==> config.mk <==
export PLATFORM = sky130hd
export DESIGN_NAME = tunnel_record_deframer_unit
export DESIGN_NICKNAME = d
export VERILOG_FILES = /design/src/sv/trd_pkg.sv /design/src/sv/tunnel_record_deframer_unit.sv /design/src/sv/trd_csr.sv /design/src/sv/trd_parse.sv
export VERILOG_INCLUDE_DIRS = /design/src /design/src/sv
export SDC_FILE = /design/constraint.sdc
export NUM_CORES = 1
export LEC_CHECK = 0
export BUFFER_PORTS_ARGS = -buffer_cell sky130_fd_sc_hd__buf_2
export CAP_MARGIN = 20
export CORE_MARGIN = 5
export CORE_UTILIZATION = 50
export DETAILED_ROUTE_END_ITERATION = 8
export PLACE_DENSITY = 0.73
export SLEW_MARGIN = 10
export SYNTH_ARGS = -nofsm -noshare
export SYNTH_HDL_FRONTEND = slang
export SYNTH_SLANG_ARGS = --single-unit
==> constraint.sdc <==
create_clock -name clock -period 4.8 [get_ports clock]
set_input_delay 0.24 -clock clock [delete_from_list [all_inputs] [get_ports clock]]
set_output_delay 0.24 -clock clock [all_outputs]
set_load 0.005 [all_outputs]
==> src/sv/assert_macros.svh <==
// assertion macros shared by the deframer rtl
// no dependencies; the checks are left out when SYNTH is defined
`ifndef ASSERT_MACROS_SVH
`define ASSERT_MACROS_SVH
`ifndef SYNTH
`define ASSERT_AT(lbl, clk, rst, prop) \
   lbl: assert property (@(posedge clk) disable iff (rst) prop) \
      else $error("assertion failed: %m");
`define ASSERT_NEVER(lbl, clk, rst, expr) \
   lbl: assert property (@(posedge clk) disable iff (rst) !(expr)) \
      else $error("forbidden condition: %m");
`else
`define ASSERT_AT(lbl, clk, rst, prop)
`define ASSERT_NEVER(lbl, clk, rst, expr)
`endif
`endif

==> src/sv/trd_pkg.sv <==
// types, constants and register codes of the tunnel record deframer
// used by every module of the block; no dependencies
package trd_pkg;

   localparam int HEADER_BYTES = 8;
   localparam int POS_W        = 17;
   localparam int LEN_W        = 16;
   localparam int CNT_W        = POS_W + 1;

   localparam logic [POS_W-1:0] POS_MAX = '1;

   localparam logic [7:0] MAGIC_S     = 8'h53;
   localparam logic [7:0] MAGIC_T     = 8'h54;
   localparam logic [7:0] MAGIC_F     = 8'h46;
   localparam logic [7:0] HDR_VERSION = 8'h01;
   localparam logic [7:0] HDR_PAD     = 8'h00;

   // byte offsets inside the reliable header
   localparam logic [2:0] HDR_POS_S      = 3'd0;
   localparam logic [2:0] HDR_POS_T      = 3'd1;
   localparam logic [2:0] HDR_POS_F      = 3'd2;
   localparam logic [2:0] HDR_POS_VER    = 3'd3;
   localparam logic [2:0] HDR_POS_LEN_HI = 3'd4;
   localparam logic [2:0] HDR_POS_LEN_LO = 3'd5;
   localparam logic [2:0] HDR_POS_TYPE   = 3'd6;

   // register index, taken from paddr bit 2
   localparam logic REG_DATA_TYPE  = 1'b0;
   localparam logic REG_PROBE_TYPE = 1'b1;

   localparam logic [7:0] DATA_TYPE_RESET  = 8'd0;
   localparam logic [7:0] PROBE_TYPE_RESET = 8'd3;

   typedef enum logic [1:0] {
      STATUS_OK         = 2'd0,
      STATUS_TOO_SHORT  = 2'd1,
      STATUS_BAD_HEADER = 2'd2,
      STATUS_LEN_MISM   = 2'd3
   } status_type;

   typedef struct packed {
      logic [7:0] data_type_code;
      logic [7:0] probe_type_code;
   } cfg_type;

   typedef struct packed {
      logic [7:0] data_byte;
      logic       is_datagram;
      logic       end_of_record;
   } item_type;

   typedef struct packed {
      logic       payload_valid;
      logic [7:0] forward_byte;
      logic       record_done;
      status_type status;
      logic [7:0] packet_type;
      logic       send_probe_reply;
      logic       reply_on_datagram;
   } result_type;

endpackage

==> src/sv/tunnel_record_deframer_unit.sv <==
// tunnel record deframer: input word register, parser and result register
// depends on trd_pkg, trd_csr, trd_parse and assert_macros.svh
//
// usage: the req channel takes one record byte per word with its channel bit
// (reliable with an 8-byte header, or datagram with a 1-byte type) and an
// end-of-record mark on the last byte. the rsp channel returns a word for
// every forwarded payload byte of a data-type record and one for the last
// byte, which carries status, type and the probe reply flags. other bytes
// give no rsp word. payload is forwarded before the record is checked, so the
// receiver drops it when the final status is not ok.
// an accepted word goes from the input register through the parser into the
// result register, which drives rsp.
// throughput: one word per cycle while no rsp stall holds the input register,
// set by the parser step between the input register and the result register.
// when the receiver stalls, the result register holds its word and the input
// register takes one more; req_ready falls only when both are full.
// reset (synchronous) empties both registers, clears the record state and
// loads the type codes with their defaults; there is no clearing pass.
// the user must write the csr port only while the block is idle; the block does not enforce it.
`include "assert_macros.svh"
module tunnel_record_deframer_unit (
   input  logic        clock,
   input  logic        reset,
   input  logic        req_valid,
   output logic        req_ready,
   input  logic [7:0]  req_data_byte,
   input  logic        req_is_datagram,
   input  logic        req_end_of_record,
   output logic        rsp_valid,
   input  logic        rsp_ready,
   output logic        rsp_payload_valid,
   output logic [7:0]  rsp_forward_byte,
   output logic        rsp_record_done,
   output logic [1:0]  rsp_status,
   output logic [7:0]  rsp_packet_type,
   output logic        rsp_send_probe_reply,
   output logic        rsp_reply_on_datagram,
   input  logic        csr_psel,
   input  logic        csr_penable,
   input  logic        csr_pwrite,
   input  logic [2:0]  csr_paddr,
   input  logic [31:0] csr_pwdata,
   output logic [31:0] csr_prdata,
   output logic        csr_pready
);

   trd_pkg::cfg_type    cfg;
   trd_pkg::item_type   item_ff;
   trd_pkg::result_type res;
   trd_pkg::result_type out_ff;
   logic                in_valid_ff;
   logic                out_valid_ff;
   logic                res_emit;
   logic                out_free;
   logic                advance;

   trd_csr u_csr (
      .clock       (clock),
      .reset       (reset),
      .csr_psel    (csr_psel),
      .csr_penable (csr_penable),
      .csr_pwrite  (csr_pwrite),
      .csr_paddr   (csr_paddr),
      .csr_pwdata  (csr_pwdata),
      .csr_prdata  (csr_prdata),
      .csr_pready  (csr_pready),
      .cfg         (cfg)
   );

   trd_parse u_parse (
      .clock    (clock),
      .reset    (reset),
      .cfg      (cfg),
      .item     (item_ff),
      .advance  (advance),
      .res      (res),
      .res_emit (res_emit)
   );

   assign out_free  = !out_valid_ff || rsp_ready;
   assign advance   = in_valid_ff && (!res_emit || out_free);
   assign req_ready = !in_valid_ff || advance;

   always_ff @(posedge clock) begin
      if (reset) begin
         in_valid_ff <= 1'b0;
      end else if (req_ready) begin
         in_valid_ff <= req_valid;
      end
   end

   always_ff @(posedge clock) begin
      if (req_valid && req_ready) begin
         item_ff.data_byte     <= req_data_byte;
         item_ff.is_datagram   <= req_is_datagram;
         item_ff.end_of_record <= req_end_of_record;
      end
   end

   always_ff @(posedge clock) begin
      if (reset) begin
         out_valid_ff <= 1'b0;
      end else if (advance && res_emit) begin
         out_valid_ff <= 1'b1;
      end else if (rsp_ready) begin
         out_valid_ff <= 1'b0;
      end
   end

   always_ff @(posedge clock) begin
      if (advance && res_emit) begin
         out_ff <= res;
      end
   end

   assign rsp_valid             = out_valid_ff;
   assign rsp_payload_valid     = out_ff.payload_valid;
   assign rsp_forward_byte      = out_ff.forward_byte;
   assign rsp_record_done       = out_ff.record_done;
   assign rsp_status            = out_ff.status;
   assign rsp_packet_type       = out_ff.packet_type;
   assign rsp_send_probe_reply  = out_ff.send_probe_reply;
   assign rsp_reply_on_datagram = out_ff.reply_on_datagram;

   `ASSERT_AT(a_accept_loads, clock, reset,
      (req_valid && req_ready) |=> in_valid_ff)
   `ASSERT_NEVER(a_no_empty_word, clock, reset,
      rsp_valid && !rsp_payload_valid && !rsp_record_done)
   `ASSERT_AT(a_stall_blocks, clock, reset,
      (in_valid_ff && res_emit && out_valid_ff && !rsp_ready) |-> !advance)

endmodule

==> src/sv/trd_csr.sv <==
// configuration registers of the deframer on an apb-style port
// depends on trd_pkg
module trd_csr (
   input  logic             clock,
   input  logic             reset,
   input  logic             csr_psel,
   input  logic             csr_penable,
   input  logic             csr_pwrite,
   input  logic [2:0]       csr_paddr,
   input  logic [31:0]      csr_pwdata,
   output logic [31:0]      csr_prdata,
   output logic             csr_pready,
   output trd_pkg::cfg_type cfg
);

   logic [7:0] data_code_ff;
   logic [7:0] probe_code_ff;
   logic       wr_en;

   assign csr_pready = 1'b1;
   assign wr_en      = csr_psel && csr_penable && csr_pwrite && csr_pready;

   always_ff @(posedge clock) begin
      if (reset) begin
         data_code_ff  <= trd_pkg::DATA_TYPE_RESET;
         probe_code_ff <= trd_pkg::PROBE_TYPE_RESET;
      end else if (wr_en) begin
         if (csr_paddr[2] == trd_pkg::REG_DATA_TYPE) begin
            data_code_ff <= csr_pwdata[7:0];
         end else begin
            probe_code_ff <= csr_pwdata[7:0];
         end
      end
   end

   always_comb begin
      if (csr_paddr[2] == trd_pkg::REG_DATA_TYPE) begin
         csr_prdata = {24'd0, data_code_ff};
      end else begin
         csr_prdata = {24'd0, probe_code_ff};
      end
   end

   assign cfg.data_type_code  = data_code_ff;
   assign cfg.probe_type_code = probe_code_ff;

endmodule

==> src/sv/trd_parse.sv <==
// record state and per-word header check of the deframer
// depends on trd_pkg and assert_macros.svh
`include "assert_macros.svh"
module trd_parse (
   input  logic                clock,
   input  logic                reset,
   input  trd_pkg::cfg_type    cfg,
   input  trd_pkg::item_type   item,
   input  logic                advance,
   output trd_pkg::result_type res,
   output logic                res_emit
);

   logic [trd_pkg::POS_W-1:0] pos_ff, pos_in;
   logic [trd_pkg::LEN_W-1:0] len_ff, len_in, eff_len;
   logic [7:0]                type_ff, type_in, eff_type;
   logic                      bad_ff, bad_in, eff_bad;
   logic [trd_pkg::CNT_W-1:0] count;
   logic [trd_pkg::CNT_W-1:0] expect_cnt;
   logic                      hdr_past;
   logic                      fwd;
   trd_pkg::status_type       st;

   always_comb begin
      // fields restart at the first word of a record
      eff_len  = (pos_ff == '0) ? '0 : len_ff;
      eff_type = (pos_ff == '0) ? '0 : type_ff;
      eff_bad  = (pos_ff == '0) ? 1'b0 : bad_ff;
      len_in   = eff_len;
      type_in  = eff_type;
      bad_in   = eff_bad;

      hdr_past = item.is_datagram ? (pos_ff != '0)
                                  : (pos_ff >= trd_pkg::POS_W'(trd_pkg::HEADER_BYTES));
      fwd      = hdr_past && (eff_type == cfg.data_type_code);

      if (!hdr_past) begin
         if (item.is_datagram) begin
            type_in = item.data_byte;
         end else begin
            case (pos_ff[2:0])
               trd_pkg::HDR_POS_S: begin
                  if (item.data_byte != trd_pkg::MAGIC_S) bad_in = 1'b1;
               end
               trd_pkg::HDR_POS_T: begin
                  if (item.data_byte != trd_pkg::MAGIC_T) bad_in = 1'b1;
               end
               trd_pkg::HDR_POS_F: begin
                  if (item.data_byte != trd_pkg::MAGIC_F) bad_in = 1'b1;
               end
               trd_pkg::HDR_POS_VER: begin
                  if (item.data_byte != trd_pkg::HDR_VERSION) bad_in = 1'b1;
               end
               trd_pkg::HDR_POS_LEN_HI: begin
                  len_in = {item.data_byte, eff_len[7:0]};
               end
               trd_pkg::HDR_POS_LEN_LO: begin
                  len_in = {eff_len[15:8], item.data_byte};
               end
               trd_pkg::HDR_POS_TYPE: begin
                  type_in = item.data_byte;
               end
               default: begin
                  if (item.data_byte != trd_pkg::HDR_PAD) bad_in = 1'b1;
               end
            endcase
         end
      end

      count      = {1'b0, pos_ff} + trd_pkg::CNT_W'(1);
      expect_cnt = trd_pkg::CNT_W'(trd_pkg::HEADER_BYTES) + {2'b00, len_in};

      if (item.end_of_record) begin
         pos_in = '0;
      end else if (pos_ff == trd_pkg::POS_MAX) begin
         pos_in = trd_pkg::POS_MAX;
      end else begin
         pos_in = count[trd_pkg::POS_W-1:0];
      end

      st = trd_pkg::STATUS_OK;
      if (item.end_of_record && !item.is_datagram) begin
         if (count < trd_pkg::CNT_W'(trd_pkg::HEADER_BYTES)) begin
            st = trd_pkg::STATUS_TOO_SHORT;
         end else if (bad_in) begin
            st = trd_pkg::STATUS_BAD_HEADER;
         end else if (count != expect_cnt) begin
            st = trd_pkg::STATUS_LEN_MISM;
         end
      end

      res.payload_valid     = fwd;
      res.forward_byte      = fwd ? item.data_byte : 8'd0;
      res.record_done       = item.end_of_record;
      res.status            = st;
      res.packet_type       = item.end_of_record ? type_in : 8'd0;
      res.send_probe_reply  = item.end_of_record && (st == trd_pkg::STATUS_OK)
                              && (type_in == cfg.probe_type_code);
      res.reply_on_datagram = res.send_probe_reply && item.is_datagram;
      res_emit              = fwd || item.end_of_record;
   end

   always_ff @(posedge clock) begin
      if (reset) begin
         pos_ff  <= '0;
         len_ff  <= '0;
         type_ff <= '0;
         bad_ff  <= 1'b0;
      end else if (advance) begin
         pos_ff  <= pos_in;
         len_ff  <= len_in;
         type_ff <= type_in;
         bad_ff  <= bad_in;
      end
   end

   `ASSERT_AT(a_last_restarts, clock, reset,
      (advance && item.end_of_record) |=> (pos_ff == '0))
   `ASSERT_AT(a_pos_saturates, clock, reset,
      (advance && !item.end_of_record && pos_ff == trd_pkg::POS_MAX) |=> (pos_ff == trd_pkg::POS_MAX))
   `ASSERT_AT(a_pos_holds, clock, reset,
      !advance |=> $stable(pos_ff))

endmodule
# Yosys cells after proc, flatten, opt, wreduce, memory -nomap -nowiden
# Index checks and enable logic that the tools add are counted.
[op_classes]
n_addsub = 2
n_lt_le_gt_ge = 2
n_eq_ne = 14
muxes = 27
bitwise = 1
reduce_logical = 27
[ops]
columns = ["op", "n"]
rows = [
  ["$mux W16", 3],
  ["$mux W8", 5],
  ["$mux W17", 2],
  ["$pmux W16 S2", 1],
  ["$ne A8 B7 Y1 const B", 3],
  ["$add A17 B1 Y18 const B", 1],
  ["$lt A18 B4 Y1 const B", 1],
  ["$ne A18 B18 Y1", 1],
  ["$add A4 B16 Y17 const A", 1],
  ["$eq A17 B17 Y1 const B", 1],
  ["$ge A17 B4 Y1 const B", 1],
  ["$logic_not A17 Y1", 1],
  ["$reduce_bool A17 Y1", 1],
  ["$eq A8 B8 Y1", 2],
  ["$mux W1", 11],
  ["$logic_and A1 B1 Y1", 10],
  ["$eq A3 B3 Y1 const B", 3],
  ["$mux W2", 4],
  ["$ne A8 B1 Y1 const B", 1],
  ["$reduce_bool A8 Y1", 1],
  ["$eq A3 B2 Y1 const B", 2],
  ["$pmux W1 S5", 1],
  ["$logic_not A1 Y1", 4],
  ["$logic_or A1 B1 Y1", 4],
  ["other kinds (7)", 8],
]
[totals]
ff_bits = 92
in_bits = 52
output_inout_bits = 57
word_cells = 91

# Longest topological paths before layout
[logic_depth]
word_depth = 15
depth_mapped = 16

# Hierarchy
# A second synthesis with hierarchy kept.
[unflattened]
hier_cells = 641
hier_area_um2 = 5858.1
[modules_own_cells]
columns = ["mod", "instances", "cells_each", "area_per_inst_um2", "seq_area_each_um2"]
rows = [
  ["trd_parse", 1, 496, 3784.9, 840.8],
  ["tunnel_record_deframer_unit", 1, 44, 1064.8, 1001.0],
  ["trd_csr", 1, 101, 1008.5, 320.3],
]

# Worst setup path before layout
# No wires, ideal clock.
[synth_path]
path_kind = "flip-flop to flip-flop"
start = "reg u_parse.pos_ff[1] in the netlist's numbering"
end = "reg out_ff (netlist bit rsp_status[0]), data pin"
t_arrival_ps = 3385
required_time_ps = 4540
path_slack_ps = 1156
path_stages_with_launch = 17
path_buffers = 0
synth_period_minus_slack_ps = 3644
path_cell_list = "dfxtp_1 > inv_1 > ha_1 > nand2b_1 > o21ai_1 > nand2_1 > a21oi_1 > inv_1 > ha_1 > o211ai_1 > or4_1 > or4_1 > o211ai_2 > o21ai_2 > nor4b_2 > nand2b_1 > a21oi_1"
[synth_rtl]
columns = ["item", "line", "text"]
rows = [
  ["start, declared", "trd_parse.sv:14", "logic [trd_pkg::POS_W-1:0] pos_ff, pos_in;"],
  ["start signal, assigned", "trd_parse.sv:110", "pos_ff <= pos_in;"],
  ["end signal, assigned", "tunnel_record_deframer_unit.sv:112", "out_ff <= res;"],
  ["end, declared", "tunnel_record_deframer_unit.sv:50", "trd_pkg::result_type out_ff;"],
]

==> run metrics <==
status finished clean; Root Driver clkbuf_8; slowest CP cell or4_1; Clock transition at path regs roughly 0.1 ns; Mapped Area approximately 5600 sq um; min-delay src req_data_byte[0]; share of cells above drive strength 1 between 10% and 20%; Worst Hold Class primary input to flop; Vias/cell ~6.0; grt ovf 0; H-tree depth 3; drt drc 0; nets ~750; Leak Pwr 0.00218 uW; Pre-antenna DRT Iters 5; Resize count post-CTS 0; Port-buffer cells 57; Antenna Cells 0; Post-synth EDFFs 32; global route hottest layer met2; f_max 228 MHz; row count 38; Area growth syn-to-layout 8.45%; most common cell after layout, fill and taps aside nand2_1; RR Endpoint rsp_status[0]; Placer Congestion approximately 0.90; initial antenna violation count 0; top cell type's share of synthesized area ~22%; clock sink count 92; Max VDD drop 0.182 mV; worst-margin pin slew 1.07 ns; Final Hold Fails 0; Synth cell types 64; RR Startpoint u_parse.pos_ff[0]; crit-path leading delay family simple AND/OR/NAND/NOR gates; GRT Util Overall around a fifth; 1st-iter DRT viols just under 500; met2 Track Usage GR roughly 33%; Max Root-Sink Buffers 2; commonest cells after routing, fill and taps aside nand2_1 (71), nor2_1 (62), dfxtp_1 (60); die footprint about 13,000 sq um; Tot Pwr ~1500 uW; crit path DAT 4.52 ns; async set-reset flop share out of synthesis 0%; Final TNS setup 0 ns; hold path depth 1; hold worst-path end item_ff[2]; setup ws final roughly 0.42 ns; largest net degree at the start of global routing slightly above 60; die height approximately 120 microns; TritonCTS buffer count 9; Die X between 100 and 150 microns; DP HPWL between 10,000 and 15,000 microns; Routed WL per cell ~17 microns; worst setup path startpoint u_parse.pos_ff[0]; part of the cycle the worst path needs 91.3%; sequential share of the synthesized area just under 40%; Hold-fix buffers, CTS 0; Routed Antenna Nets 0; critical path cell sequence inv_1 > ha_1 > nand2b_1 > o21ai_1 > nand2_1 > a21oi_1 > inv_1 > ha_1 > o211ai_1 > or4_1 > or4_1 > o211ai_2 > o21ai_2 > nor4b_2 > nand2b_1 > a21oi_1; Reg2Reg Depth 16; syn avg cell area between 8 and 9 sq um; core area roughly 11,000 sq um; via count ~5,000; first-pass GRT wire length 22,500 microns; Place WS approximately 0.51 ns; Initial Utilization 51.3%; RSZ-0062 raised after global routing false; r2r setup slk roughly 0.42 ns; Ports 109; clk_lat worst skew ~0.4 ns; Setup crit start kind flop; met1 Resource Use GR just under 30%; power density cells between 200 and 250 nW/um^2; crit path kind flop to flop; main flop type after synthesis dfxtp_1; Slowest Stage Delay on Critical Path 0.55 ns; CTS tree yes; CP Capture Type flop; Final Setup Violations 0; fin. max-slew vios 0; skew final between 0.01 and 0.015 ns; Required @ worst endpoint ~4.9 ns; Synth area leaders dfxtp_1 (22%), edfxtp_1 (17%), a21oi_1 (5.0%), nand2_1 (4.8%), xnor2_1 (4.4%); Final min period 4.38 ns; dominant cell type by area after synthesis dfxtp_1; CP max FO 9; postcts setup bufs 0; Max-cap violations 0; slew margin rel. between 20% and 30%; final WL between 10,000 and 15,000 microns; count of state elements after synthesis 92; met3 usage 3.60%; crit path buf inv count 2; vias in the first global route roughly 4,500; synthesis warning total 0; Cells after Synth roughly 650
-- per-stage QoR --
stage	utilization [%]	std cells	hold WS (ns)	instance area [sq um]
2_1_floorplan	-	674	0.339	5670
5_1_grt	55.6	834	0.00922	6050
6_report	55.6	834	0.0232	6050
3_5_place_dp	53.7	817	0.418	5850
3_3_place_gp	53.7	817	0.419	5850
4_1_cts	55.4	833	0.00987	6030
-- where the power goes --
part | total [uW] | internal [uW] | switching, uW
clock | 503 | 200 | 303
sequential | 859 | 828 | 31.8
combinational | 133 | 51.3 | 81.8
-- routing by layer --
metal  vias up  share of wire [%]
met1      2399                 44
li1       2384                  -
met4         0                2.3
met5         -                  0
met2       212                 46
met3        27                7.2
-- area by class of cell --
class | instances | area [sq um]
clock inverters | 6 | 55.1
multi-input cells | 507 | 3130
clock buffers | 10 | 128
well taps | 140 | 175
inverters | 16 | 60.1
repair buffers | 63 | 343
fillers | 999 | 4840
flip-flops and latches | 92 | 2160
-- state kept, by name, summed over array words and instances, names as in the netlist --
name and cells:
u_parse.bad_ff 1, u_parse.type_ff 8, rsp_reply_on_datagram 1, rsp_record_done 1
rsp_packet_type 8, rsp_status 2, in_valid_ff 1, item_ff 10
rsp_forward_byte 8, u_csr.data_code_ff 8, u_parse.pos_ff 17, rsp_send_probe_reply 1
u_parse.len_ff 16, rsp_payload_valid 1, u_csr.probe_code_ff 8, rsp_valid 1
-- how the worst max path moves through the flow --
stage                     depth (start not counted)  slack [ns]             to
after floorplan                                  16        1.16  rsp_status[0]
after global placement                           16        0.61  rsp_status[0]
after detailed placement                         16        0.51  rsp_status[0]
after CTS                                        16        0.47  rsp_status[0]
after global routing                             16        0.20  rsp_status[0]
final                                            16        0.42  rsp_status[0]
-- cells in the mapped netlist, types with 5 or more instances --
library cell,number
nor4_1,8
a22o_1,11
a22oi_1,17
xnor2_1,28
inv_1,16
clkbuf_1,27
nand3_1,21
ha_1,8
xor2_1,17
nand4_1,12
buf_4,25
a21oi_1,56
mux2_2,9
a211oi_1,17
buf_2,5
nor2_1,63
dfxtp_1,60
nand2_1,71
nor3_1,20
o21ai_0,17
nand2b_1,5
a31oi_1,7
and4_1,5
edfxtp_1,32
and2_1,20
-- kinds of logic (layout without fill, tap and decap cells) --
kind of cell	Yosys count	count (layout)	share of synthesized area, %
fa+ha+maj	8	8	1.79
compound gates	155	155	18.1
buf+inv	75	95	6.84
other cells	2	25	0.135
xor+xnor	45	45	7.06
mux	12	12	2.35
simple gates	262	262	25.0
flops	92	92	38.7
(Power assumes the default switching activity.)
